### config.mk
export PLATFORM = sky130hd
export DESIGN_NAME = trimmed_mean_calibrated_humidity
export DESIGN_NICKNAME = d
export VERILOG_FILES = /design/src/rtl/tmch_pkg.sv /design/src/rtl/tmch_divider.sv /design/src/rtl/tmch_datapath.sv /design/src/rtl/tmch_ctrl.sv /design/src/rtl/trimmed_mean_calibrated_humidity.sv
export SDC_FILE = /design/constraint.sdc
export NUM_CORES = 1
export LEC_CHECK = 0
export BUFFER_PORTS_ARGS = -buffer_cell sky130_fd_sc_hd__buf_2
export CAP_MARGIN = 20
export CORE_MARGIN = 5
export CORE_UTILIZATION = 30
export CTS_BUF_LIST = sky130_fd_sc_hd__clkbuf_8
export DETAILED_ROUTE_END_ITERATION = 10
export GPL_ROUTABILITY_DRIVEN = 0
export SYNTH_ARGS = -nofsm -noshare
export SYNTH_HDL_FRONTEND = slang
export SYNTH_SLANG_ARGS = --single-unit
### constraint.sdc
create_clock -name clock -period 12.3 [get_ports clock]
set_clock_uncertainty 0.05 [all_clocks]
set_input_delay 3.075 -clock clock [delete_from_list [all_inputs] [get_ports clock]]
set_output_delay 3.075 -clock clock [all_outputs]
set_load 0.005 [all_outputs]
### src/rtl/tmch_pkg.sv
// ----------------------------------------------------------------------------
// tmch_pkg
// Shared types and constants of the trimmed mean humidity block.
// ----------------------------------------------------------------------------
package tmch_pkg;

   // field widths
   localparam int CODE_W = 12;
   localparam int HUM_W  = 15;

   // humidity divider: dividend and quotient width, divisor width
   localparam int DIV_W  = 27;
   localparam int DSR_W  = 12;

   // scaling constants
   localparam logic [CODE_W-1:0] FULL_CODE = 12'd4095;
   localparam logic [CODE_W-1:0] FULL_MV   = 12'd3300;
   localparam logic [HUM_W-1:0]  HUM_FULL  = 15'd25600;

   // register map
   localparam int CSR_IDX_W = 2;
   localparam logic [CSR_IDX_W-1:0] CSR_DRY_CODE = 2'd0;
   localparam logic [CSR_IDX_W-1:0] CSR_WET_CODE = 2'd1;
   localparam logic [CSR_IDX_W-1:0] CSR_USE_CAL  = 2'd2;

   // register reset values
   localparam logic [CODE_W-1:0] DRY_RESET = 12'd4095;
   localparam logic [CODE_W-1:0] WET_RESET = 12'd0;

   // fixed humidity values
   typedef enum logic {
      HUM_ZERO,
      HUM_SAT
   } hum_src_type;

   // controller to datapath
   typedef struct packed {
      logic        sample_en;
      logic        sample_first;
      logic        trim_en;
      logic        mean_en;
      logic        mv_en;
      logic        div_start;
      logic        hum_set_en;
      hum_src_type hum_src;
      logic        rsp_load;
   } dp_cmd_type;

   // datapath to controller
   typedef struct packed {
      logic div_done;
      logic use_cal;
      logic mean_ge_dry;
      logic mean_le_wet;
   } dp_status_type;

endpackage

### src/rtl/tmch_divider.sv
// ----------------------------------------------------------------------------
// tmch_divider
// Restoring radix-2 divider, one quotient bit per cycle.
// ----------------------------------------------------------------------------
module tmch_divider (
   input  logic                      clock,
   input  logic                      reset,
   input  logic                      start,
   input  logic [tmch_pkg::DIV_W-1:0] dividend,
   input  logic [tmch_pkg::DSR_W-1:0] divisor,
   output logic                      done,
   output logic [tmch_pkg::DIV_W-1:0] quotient
);

   localparam int CNT_W = $clog2(tmch_pkg::DIV_W);
   localparam logic [CNT_W-1:0] LAST_STEP = CNT_W'(tmch_pkg::DIV_W - 1);

   logic                        busy_ff;
   logic                        done_ff;
   logic [CNT_W-1:0]            count_ff;
   logic [tmch_pkg::DSR_W-1:0]  rem_ff;
   logic [tmch_pkg::DSR_W-1:0]  rem_in;
   logic [tmch_pkg::DSR_W-1:0]  dsr_ff;
   logic [tmch_pkg::DIV_W-1:0]  quo_ff;
   logic [tmch_pkg::DIV_W-1:0]  quo_in;
   logic [tmch_pkg::DSR_W:0]    trial;
   logic [tmch_pkg::DSR_W:0]    diff;
   logic                        fits;

   // one trial subtraction
   always_comb begin
      trial  = {rem_ff, quo_ff[tmch_pkg::DIV_W-1]};
      diff   = trial - {1'b0, dsr_ff};
      fits   = trial >= {1'b0, dsr_ff};
      rem_in = fits ? diff[tmch_pkg::DSR_W-1:0] : trial[tmch_pkg::DSR_W-1:0];
      quo_in = {quo_ff[tmch_pkg::DIV_W-2:0], fits};
   end

   // control
   always_ff @(posedge clock) begin
      if (reset) begin
         busy_ff  <= 1'b0;
         done_ff  <= 1'b0;
         count_ff <= '0;
      end else begin
         done_ff <= 1'b0;
         if (start) begin
            busy_ff  <= 1'b1;
            count_ff <= '0;
         end else if (busy_ff) begin
            count_ff <= count_ff + 1'b1;
            if (count_ff == LAST_STEP) begin
               busy_ff <= 1'b0;
               done_ff <= 1'b1;
            end
         end
      end
   end

   // partial remainder and quotient shift register
   always_ff @(posedge clock) begin
      if (start) begin
         quo_ff <= dividend;
         rem_ff <= '0;
         dsr_ff <= divisor;
      end else if (busy_ff) begin
         quo_ff <= quo_in;
         rem_ff <= rem_in;
      end
   end

   assign done     = done_ff;
   assign quotient = quo_ff;

endmodule

### src/rtl/tmch_datapath.sv
// ----------------------------------------------------------------------------
// tmch_datapath
// Running sum and order-statistic trackers, calibration registers,
// reciprocal scaling, humidity divider and result registers.
// ----------------------------------------------------------------------------
module tmch_datapath #(
   parameter int SAMPLES = 10
) (
   input  logic                            clock,
   input  logic                            reset,
   input  logic                            csr_we,
   input  logic [tmch_pkg::CSR_IDX_W-1:0]  csr_index,
   input  logic [tmch_pkg::CODE_W-1:0]     csr_wdata,
   input  logic [tmch_pkg::CODE_W-1:0]     sample,
   input  tmch_pkg::dp_cmd_type            cmd,
   output tmch_pkg::dp_status_type         status,
   output logic [tmch_pkg::HUM_W-1:0]      rsp_humidity,
   output logic [tmch_pkg::CODE_W-1:0]     rsp_millivolts,
   output logic [tmch_pkg::CODE_W-1:0]     rsp_mean
);

   localparam int CW    = tmch_pkg::CODE_W;
   localparam int SUM_W = $clog2(SAMPLES * 4095 + 1);

   // mean as trimmed sum times rounded-up reciprocal, exact over the sum range
   localparam int KEEP     = SAMPLES - 4;
   localparam int MEAN_SH  = SUM_W + $clog2(KEEP);
   localparam int MEAN_M_W = SUM_W + 2;
   localparam int MEAN_P_W = SUM_W + MEAN_M_W;
   localparam logic [MEAN_M_W-1:0] MEAN_RECIP =
      MEAN_M_W'(((64'd1 << MEAN_SH) + 64'(KEEP) - 64'd1) / 64'(KEEP));

   // millivolts as mean * 3300 / 4095 in one reciprocal multiply
   localparam int MV_SH   = 2 * CW;
   localparam int MV_P_W  = MV_SH + CW;
   localparam logic [MV_SH-1:0] MV_RECIP =
      MV_SH'(((64'(tmch_pkg::FULL_MV) << MV_SH) + 64'(tmch_pkg::FULL_CODE) - 64'd1)
             / 64'(tmch_pkg::FULL_CODE));

   // calibration registers
   logic [CW-1:0] dry_ff;
   logic [CW-1:0] wet_ff;
   logic          use_cal_ff;

   // batch trackers
   logic [SUM_W-1:0] sum_ff;
   logic [CW-1:0]    min1_ff;
   logic [CW-1:0]    min2_ff;
   logic [CW-1:0]    max1_ff;
   logic [CW-1:0]    max2_ff;

   // intermediate and result values
   logic [SUM_W-1:0]             trim_ff;
   logic [CW-1:0]                mean_ff;
   logic [CW-1:0]                mv_ff;
   logic [tmch_pkg::HUM_W-1:0]   hum_ff;
   logic [tmch_pkg::HUM_W-1:0]   rsp_hum_ff;
   logic [CW-1:0]                rsp_mv_ff;
   logic [CW-1:0]                rsp_mean_ff;

   // scaling and divider interface
   logic [SUM_W-1:0]              low_pair;
   logic [SUM_W-1:0]              high_pair;
   logic [SUM_W-1:0]              trim_sum;
   logic [MEAN_P_W-1:0]           mean_prod;
   logic [MV_P_W-1:0]             mv_prod;
   logic [CW-1:0]                 hum_diff;
   logic [tmch_pkg::DIV_W-1:0]    hum_prod;
   logic [tmch_pkg::DSR_W-1:0]    hum_span;
   logic                          div_done;
   logic [tmch_pkg::DIV_W-1:0]    div_quotient;

   // configuration writes, other indexes ignored
   always_ff @(posedge clock) begin
      if (reset) begin
         dry_ff     <= tmch_pkg::DRY_RESET;
         wet_ff     <= tmch_pkg::WET_RESET;
         use_cal_ff <= 1'b1;
      end else if (csr_we) begin
         case (csr_index)
            tmch_pkg::CSR_DRY_CODE: dry_ff     <= csr_wdata;
            tmch_pkg::CSR_WET_CODE: wet_ff     <= csr_wdata;
            tmch_pkg::CSR_USE_CAL:  use_cal_ff <= csr_wdata[0];
            default: ;
         endcase
      end
   end

   // sum plus two smallest and two largest of the batch so far
   always_ff @(posedge clock) begin
      if (cmd.sample_en) begin
         if (cmd.sample_first) begin
            sum_ff  <= SUM_W'(sample);
            min1_ff <= sample;
            min2_ff <= '1;
            max1_ff <= sample;
            max2_ff <= '0;
         end else begin
            sum_ff <= sum_ff + SUM_W'(sample);
            if (sample < min1_ff) begin
               min2_ff <= min1_ff;
               min1_ff <= sample;
            end else if (sample < min2_ff) begin
               min2_ff <= sample;
            end
            if (sample > max1_ff) begin
               max2_ff <= max1_ff;
               max1_ff <= sample;
            end else if (sample > max2_ff) begin
               max2_ff <= sample;
            end
         end
      end
   end

   // trimmed sum, scaling products and divider operands
   always_comb begin
      low_pair  = SUM_W'(min1_ff) + SUM_W'(min2_ff);
      high_pair = SUM_W'(max1_ff) + SUM_W'(max2_ff);
      trim_sum  = sum_ff - (low_pair + high_pair);
      mean_prod = MEAN_P_W'(trim_ff) * MEAN_P_W'(MEAN_RECIP);
      mv_prod   = MV_P_W'(mean_ff) * MV_P_W'(MV_RECIP);
      hum_diff  = dry_ff - mean_ff;
      hum_prod  = tmch_pkg::DIV_W'(hum_diff) * tmch_pkg::DIV_W'(tmch_pkg::HUM_FULL);
      hum_span  = dry_ff - wet_ff;
   end

   tmch_divider u_divider (
      .clock    (clock),
      .reset    (reset),
      .start    (cmd.div_start),
      .dividend (hum_prod),
      .divisor  (hum_span),
      .done     (div_done),
      .quotient (div_quotient)
   );

   // capture trimmed sum, mean, millivolts, humidity and result
   always_ff @(posedge clock) begin
      if (cmd.trim_en) begin
         trim_ff <= trim_sum;
      end
      if (cmd.mean_en) begin
         mean_ff <= mean_prod[MEAN_SH +: CW];
      end
      if (cmd.mv_en) begin
         mv_ff <= mv_prod[MV_SH +: CW];
      end
      if (div_done) begin
         hum_ff <= div_quotient[tmch_pkg::HUM_W-1:0];
      end else if (cmd.hum_set_en) begin
         hum_ff <= (cmd.hum_src == tmch_pkg::HUM_SAT) ? tmch_pkg::HUM_FULL : '0;
      end
      if (cmd.rsp_load) begin
         rsp_hum_ff  <= hum_ff;
         rsp_mv_ff   <= mv_ff;
         rsp_mean_ff <= mean_ff;
      end
   end

   // status back to the controller
   always_comb begin
      status.div_done    = div_done;
      status.use_cal     = use_cal_ff;
      status.mean_ge_dry = mean_ff >= dry_ff;
      status.mean_le_wet = mean_ff <= wet_ff;
   end

   assign rsp_humidity   = rsp_hum_ff;
   assign rsp_millivolts = rsp_mv_ff;
   assign rsp_mean       = rsp_mean_ff;

endmodule

### src/rtl/tmch_ctrl.sv
// ----------------------------------------------------------------------------
// tmch_ctrl
// Sequencer: batch fill count, scaling and divide sequence, result handshake.
// ----------------------------------------------------------------------------
module tmch_ctrl #(
   parameter int SAMPLES = 10
) (
   input  logic                     clock,
   input  logic                     reset,
   input  logic                     req_tvalid,
   output logic                     req_tready,
   input  logic                     req_failed,
   output logic                     rsp_tvalid,
   input  logic                     rsp_tready,
   output tmch_pkg::dp_cmd_type     cmd,
   input  tmch_pkg::dp_status_type  status
);

   localparam int FILL_W = $clog2(SAMPLES + 1);
   localparam logic [FILL_W-1:0] LAST_FILL = FILL_W'(SAMPLES - 1);

   typedef enum logic [2:0] {
      ST_COLLECT,
      ST_TRIM,
      ST_MEAN,
      ST_MV,
      ST_HUM_CHECK,
      ST_HUM_WAIT,
      ST_OUTPUT
   } state_type;

   state_type         state_ff;
   state_type         state_in;
   logic [FILL_W-1:0] fill_ff;
   logic [FILL_W-1:0] fill_in;
   logic              rsp_valid_ff;
   logic              accept;
   logic              out_free;

   assign accept   = req_tvalid && (state_ff == ST_COLLECT);
   assign out_free = !rsp_valid_ff || rsp_tready;

   // next state and datapath commands
   always_comb begin
      state_in         = state_ff;
      fill_in          = fill_ff;
      cmd              = '0;
      cmd.hum_src      = tmch_pkg::HUM_ZERO;
      case (state_ff)
         ST_COLLECT: begin
            if (accept) begin
               if (req_failed) begin
                  fill_in = '0;
               end else begin
                  cmd.sample_en    = 1'b1;
                  cmd.sample_first = (fill_ff == '0);
                  if (fill_ff == LAST_FILL) begin
                     fill_in  = '0;
                     state_in = ST_TRIM;
                  end else begin
                     fill_in = fill_ff + 1'b1;
                  end
               end
            end
         end
         ST_TRIM: begin
            cmd.trim_en = 1'b1;
            state_in    = ST_MEAN;
         end
         ST_MEAN: begin
            cmd.mean_en = 1'b1;
            state_in    = ST_MV;
         end
         ST_MV: begin
            cmd.mv_en = 1'b1;
            state_in  = ST_HUM_CHECK;
         end
         ST_HUM_CHECK: begin
            // dry test first, so an inverted calibration reads dry or saturated
            if (!status.use_cal || status.mean_ge_dry) begin
               cmd.hum_set_en = 1'b1;
               cmd.hum_src    = tmch_pkg::HUM_ZERO;
               state_in       = ST_OUTPUT;
            end else if (status.mean_le_wet) begin
               cmd.hum_set_en = 1'b1;
               cmd.hum_src    = tmch_pkg::HUM_SAT;
               state_in       = ST_OUTPUT;
            end else begin
               cmd.div_start = 1'b1;
               state_in      = ST_HUM_WAIT;
            end
         end
         ST_HUM_WAIT: begin
            if (status.div_done) state_in = ST_OUTPUT;
         end
         ST_OUTPUT: begin
            if (out_free) begin
               cmd.rsp_load = 1'b1;
               state_in     = ST_COLLECT;
            end
         end
         default: begin
            state_in = ST_COLLECT;
         end
      endcase
   end

   // state, fill count and output valid
   always_ff @(posedge clock) begin
      if (reset) begin
         state_ff     <= ST_COLLECT;
         fill_ff      <= '0;
         rsp_valid_ff <= 1'b0;
      end else begin
         state_ff     <= state_in;
         fill_ff      <= fill_in;
         rsp_valid_ff <= (rsp_valid_ff && !rsp_tready) || cmd.rsp_load;
      end
   end

   assign req_tready = (state_ff == ST_COLLECT);
   assign rsp_tvalid = rsp_valid_ff;

endmodule

### src/rtl/trimmed_mean_calibrated_humidity.sv
// ----------------------------------------------------------------------------
// trimmed_mean_calibrated_humidity
// Trimmed mean of a batch of ADC samples with millivolt and humidity output.
// ----------------------------------------------------------------------------
// Usage:
//   req_* carries one ADC sample per item; req_tuser flags a failed
//   conversion, which drops the partial batch and gives no result.
//   Samples are taken one per cycle while a batch fills. The item that
//   completes a batch of SAMPLES starts the end-of-batch work: a running
//   sum and two-smallest / two-largest trackers give the trimmed sum,
//   reciprocal multiplies give the mean and the millivolts, and a
//   27-step serial divider forms the humidity when it lies between the
//   calibration points. req_tready stays low after the last sample of a
//   batch through the trim, mean, millivolt, humidity check, divider wait
//   (when it runs) and output states, so no new sample is taken until
//   the result is loaded. rsp_* holds one result item per batch in an
//   output register; if the receiver stalls, the next batch is still
//   collected and the block waits only when a further result is ready.
//   csr_* writes dry_code, wet_code and use_calibration; the user must do
//   so only while idle, as the block does not enforce it. Reset empties
//   the batch, drops any pending result and restores the register defaults.
// ----------------------------------------------------------------------------
module trimmed_mean_calibrated_humidity #(
   parameter int SAMPLES = 10
) (
   input  logic                           clock,
   input  logic                           reset,
   // sample [11:0], zero pad [15:12]
   input  logic [15:0]                    req_tdata,
   // conversion_failed [0]
   input  logic                           req_tuser,
   input  logic                           req_tvalid,
   output logic                           req_tready,
   // humidity_q8 [14:0], millivolts [26:15], mean_code [38:27], zero pad [39]
   output logic [39:0]                    rsp_tdata,
   output logic                           rsp_tvalid,
   input  logic                           rsp_tready,
   input  logic                           csr_we,
   input  logic [tmch_pkg::CSR_IDX_W-1:0] csr_index,
   input  logic [tmch_pkg::CODE_W-1:0]    csr_wdata
);

   tmch_pkg::dp_cmd_type            cmd;
   tmch_pkg::dp_status_type         status;
   logic [tmch_pkg::HUM_W-1:0]      rsp_humidity;
   logic [tmch_pkg::CODE_W-1:0]     rsp_millivolts;
   logic [tmch_pkg::CODE_W-1:0]     rsp_mean;

   tmch_ctrl #(
      .SAMPLES (SAMPLES)
   ) u_ctrl (
      .clock      (clock),
      .reset      (reset),
      .req_tvalid (req_tvalid),
      .req_tready (req_tready),
      .req_failed (req_tuser),
      .rsp_tvalid (rsp_tvalid),
      .rsp_tready (rsp_tready),
      .cmd        (cmd),
      .status     (status)
   );

   tmch_datapath #(
      .SAMPLES (SAMPLES)
   ) u_datapath (
      .clock          (clock),
      .reset          (reset),
      .csr_we         (csr_we),
      .csr_index      (csr_index),
      .csr_wdata      (csr_wdata),
      .sample         (req_tdata[tmch_pkg::CODE_W-1:0]),
      .cmd            (cmd),
      .status         (status),
      .rsp_humidity   (rsp_humidity),
      .rsp_millivolts (rsp_millivolts),
      .rsp_mean       (rsp_mean)
   );

   // result packing
   assign rsp_tdata = {1'b0, rsp_mean, rsp_millivolts, rsp_humidity};

endmodule
After elaboration in Yosys (flattened, before gate mapping)
Cells that the tools add are included.
Word-level totals
  word-level logic and storage cells: 132
  bits in registers: 249
  input port bits: 36
  output and inout bits: 42
Cells by class
  bitwise operators: 1
  multipliers: 3
  order comparisons: 7
  muxes and demuxes: 42
  eq/ne operators: 15
  reductions and logical operators: 28
  $add $sub $neg: 10
Operators by type and width (count)
  $mux W12: 10
  $mux W27: 2
  $mux W15: 3
  $mul A12 B24 Y36 const B: 1
  $sub A12 B12 Y12: 3
  $mul A16 B16 Y30 const B: 1
  $add A12 B12 Y13: 2
  $gt A12 B12 Y1: 2
  $lt A12 B12 Y1: 2
  $pmux W3 S7: 1
  $mux W3: 6
  $mul A12 B5 Y17 const B: 1
  $add A16 B12 Y16: 1
  $add A16 B16 Y16: 1
  $reduce_and A2 Y1: 8
  $sub A16 B16 Y16: 1
  $mux W2: 7
  $ge A13 B12 Y1: 1
  $ge A12 B12 Y1: 1
  $le A12 B12 Y1: 1
  $mux W1: 11
  $eq A3 B3 Y1 const B: 3
  $mux W4: 2
  $ne A2 B1 Y1 const B: 4
  21 further kinds: 31

Depth between registers and ports, before layout
  depth after elaboration: 7
  depth in mapped cells: 24
  mapped depth without buffers: 24

Hierarchy
A second synthesis with hierarchy kept.
Second synthesis, totals
  cell total of the unflattened synthesis: 2293
  area, all modules: 23809.1 sq um
Modules (own cells, without submodules)
  tmch_datapath: area each 20360.8 sq um, cells an instance 1978, instances 1
  tmch_divider: area each 2859.0 sq um, cells an instance 241, instances 1
  tmch_ctrl: area each 578.1 sq um, cells an instance 72, instances 1
  trimmed_mean_calibrated_humidity: area each 11.3 sq um, cells an instance 2, instances 1

Worst setup path after synthesis
OpenSTA, ideal clock, no wires.
  kind: input -> register
  start point: input port req_tdata[1]
  end point: register u_datapath.min2_ff[0], enable pin
  path slack: 6577 ps
  data required time: 11924 ps
  stages: 9
  arrival time: 5348 ps
  cells stage by stage: ha_1 -> a21o_1 -> a21o_1 -> a21o_1 -> a21oi_1 -> o21ai_0 -> a31o_2 -> a21oi_1 -> a31o_2
Between the ends
  longest elaborated chain between the ends: 3
RTL lines
  start, declared: RTL line trimmed_mean_calibrated_humidity.sv:29  | input logic [15:0] req_tdata,
  $lt A12 B12 Y1 (on tied branches): RTL line tmch_datapath.sv:103, tmch_datapath.sv:100
  $reduce_bool A3 Y1 (no source line) (*)
  $reduce_and A2 Y1 (no source line) (*)
  end signal, assigned: RTL line tmch_datapath.sv:101  | min2_ff <= min1_ff;
  end signal, assigned: RTL line tmch_datapath.sv:104  | min2_ff <= sample;
  end, declared: RTL line tmch_datapath.sv:48  | logic [CW-1:0] min2_ff;
Mark *: on every way between the ends. The rest lies on a longest branch, timed or not.
A chain may end at the register's enable or synchronous reset.

Worst setup path in the final report
  start point: register u_datapath.mean_ff[9]
  end point: register u_datapath.mv_ff[4], data pin
Between the ends
  longest elaborated chain between the ends: 1
RTL lines
  start, declared: RTL line tmch_datapath.sv:54  | logic [CW-1:0] mean_ff;
  start signal, assigned: RTL line tmch_datapath.sv:144  | mean_ff <= mean_prod[MEAN_SH +: CW];
  $mul A12 B24 Y36: RTL line tmch_datapath.sv:122  | mv_prod = MV_P_W'(mean_ff) * MV_P_W'(MV_RECIP);
  named net u_datapath.mv_prod[28]: RTL line tmch_datapath.sv:66  | logic [MV_P_W-1:0] mv_prod;
  end signal, assigned: RTL line tmch_datapath.sv:147  | mv_ff <= mv_prod[MV_SH +: CW];
  end, declared: RTL line tmch_datapath.sv:55  | logic [CW-1:0] mv_ff;
The timed path passes the listed nets, and every way through them passes these cells.

==> summary.txt <==
Status
  • Outcome: completed

Routing
  • Vias per cell: roughly 4.5
  • First-iteration detailed-routing DRC count: slightly below 800
  • DRC viols: 0
  • Final WL: ~48 mm
  • Routed len/inst: between 10 and 15 µm
  • First-pass DRT Iterations: 4
  • Routed Antenna Nets: 0
  • Vias: around 16k

Die
  • DIE WIDTH: approximately 290 µm
  • Core footprint: around 77000 µm²
  • Die Area: around 84000 µm²
  • FP Rows: approximately 100
  • Io pins: about 80
  • Die Height: 290 µm
  • Starting Density: 0.303

Placement
  • Setup WS pre-CTS: around 6.2 ns
  • Port-buffer cells: between 70 and 80
  • HPWL Detailed: just under 40 mm

STA
  • Relative slew slack: 0.304
  • Final-report hold violation count: 0
  • Final max-slew violation count: 0
  • FMAX: roughly 0.17 GHz
  • Fin crit period: 6.03 ns
  • Setup WS post-layout: roughly 6.3 ns
  • Final setup fails: 0
  • Fin Setup TNS: 0 ns
  • Final period util: 0.490
  • RSZ-0062 raised after global routing: no
  • Worst-margin pin slew: between 1 and 1.5 ns
  • Final hold slack: 0.365 ns

Clock network
  • CTS H-tree lvls: 2
  • CTS tree: yes
  • CTS sink cnt: 249
  • Clk root buf: clkbuf_8
  • Worst-Skew Late Latency: approximately 0.65 ns
  • Setup Buffers After CTS: 0
  • Clk buf depth: 3
  • # resized after CTS: 0
  • # hold bufs at CTS: 0
  • Clock transition at the register clock pins on the worst setup and hold paths after CTS: 0.06 ns
  • Num CTS Buffers: 45

Logic synthesis
  • Net Count, Synth: 2924
  • Ys Warns: 0
  • FFs w/ async S/R, synth: 0
  • Synth unique cells: 69
  • Post-synth EDFFs: about 190
  • Most frequent cells after synthesis: inv_1 (488), ha_1 (408), edfxtp_1 (187)
  • Seq/Total Area, Yosys: 0.292
  • FF+latch count, synth: around 250
  • Synth Instances: between 2k and 2.5k
  • Share of the synthesized area in the top cell type: 0.240
  • Yosys top cell by area: edfxtp_1
  • Synth top area cells: edfxtp_1 (24%), ha_1 (22%), fa_1 (15%), inv_1 (7.8%), dfxtp_1 (5.3%)
  • Syn Area/Cell: ~10 µm²
  • Top-count cell post-synth: inv_1
  • Cell area after synthesis: 23400 µm²
  • Top_reg_cell synth: edfxtp_1

Final layout
  • Area growth syn-to-layout: 10.9%
  • Final nets: ~3.0k
  • Ratio of cells with drive above 1 in the final layout: 0.0711

Global route
  • Largest net degree at the start of global routing: 56
  • Number of global-route vias before repair: around 16k
  • First-pass GRT wire length: about 80 mm
  • Gr ovfl total: 0
  • Initial antenna violation count: 1
  • GRT Overall Usage: 0.119

Power and ir drop
  • P_leak: around 12 nW
  • Pwr Total: ~0.0027 W
  • Peak VDD IR: just over 80 µV
  • Pwr/cell area: around 100 nW/µm²

Min path
  • Worst min path class: register to register

Critical path
  • Req. time, crit path: between 10 and 15 ns
  • CP max FO: 10
  • Crit Path Class: register to register
  • CP Launch Type: register
  • Crit end category: register
  • Arrival @ worst endpoint: between 6 and 7 ns

Flow run
  • MaxCap Viol Count: 0
-- worst max-delay path, cell delays in order (launching register included) --
cell and delay (ns):
edfxtp_1 0.70, fa_1 0.64, inv_1 0.05, fa_1 0.46, fa_1 0.52, inv_1 0.08
fa_1 0.54, inv_1 0.07, fa_1 0.55, inv_1 0.05, ha_1 0.30, o21ai_0 0.18
o21bai_1 0.10, a21oi_1 0.19, a21boi_0 0.19, nor3_1 0.45, inv_1 0.13, a31o_2 0.28
a21oi_1 0.17, xnor2_1 0.07
-- cell usage in the layout (no fill, tap or decap), drive strengths merged, types with 49 or more instances in the layout --
master  netlist  final
nor2        133    133
fa          181    181
nand2        93     93
a21oi       104    104
ha          408    408
clkbuf       22     49
edfxtp      187    187
a21o         53     53
buf          10     85
xnor2        74     74
inv         489    510
dfxtp        62     62
o21ai        74     74
-- power by group --
part | switching, W | leakage (nW) | internal (W)
clock | 0.000386 | 0.532 | 0.000431
combinational | 0.000484 | 9.64 | 0.000390
sequential | 0.0000267 | 2.22 | 0.000969
-- metrics by stage --
step / util / std cells / area [µm²]
2_1_floorplan: - / 2299 / 23400
3_3_place_gp: 0.323 / 3389 / 25000
3_5_place_dp: 0.323 / 3390 / 25100
4_1_cts: 0.335 / 3472 / 26000
5_1_grt: 0.336 / 3475 / 26000
6_report: 0.336 / 3475 / 26000
-- metal layers --
metal  routed length, µm  part of all wire  track usage  vias to the layer above
li1                    -                 -            -                     7944
met1               22700              0.47        0.159                     7416
met2               22200              0.46        0.199                      255
met3                2380             0.049       0.0216                       73
met4                1140             0.023       0.0315                        0
met5                   0                 0            0                        -
-- registers in the layout, summed over array words and instances (netlist names), 15 cells and up --
register / flops
u_datapath.hum_ff: 15
u_datapath.rsp_humidity: 15
u_datapath.sum_ff: 16
u_datapath.trim_ff: 16
u_datapath.u_divider.quotient: 27
-- logic make-up after synthesis --
group / after synthesis / share of synthesized area
xor gates and xnor gates: 115 / 0.0430
DFF: 249 / 0.292
other: 1 / 0.000160
adders and majority gates: 589 / 0.372
AOI/OAI and AO/OA: 367 / 0.103
buffers and inverters: 522 / 0.0854
muxes: 44 / 0.0188
and+or+nand+nor: 412 / 0.0849
-- area by class of cell --
type,count,area (µm²)
tap,1040,1300
fill,7939,51500
sequential,249,6860
antenna,1,2.50
clock inverter,34,253
timing repair buffer,86,482
multi-input combinational,1528,14600
inverter,489,1840
clock buffer,48,661
-- worst paths after layout --
kind	from	slack, ns	to	cells past startpoint
min reg2reg	u_datapath.mv_ff[11]	0.37	u_datapath.rsp_millivolts[11]	0
min	u_datapath.mv_ff[11]	0.37	u_datapath.rsp_millivolts[11]	0
max reg2reg	u_datapath.mean_ff[9]	6.27	u_datapath.mv_ff[4]	19
max	u_datapath.mean_ff[9]	6.27	u_datapath.mv_ff[4]	19
No activity file was read; power rests on OpenSTA's default activity.
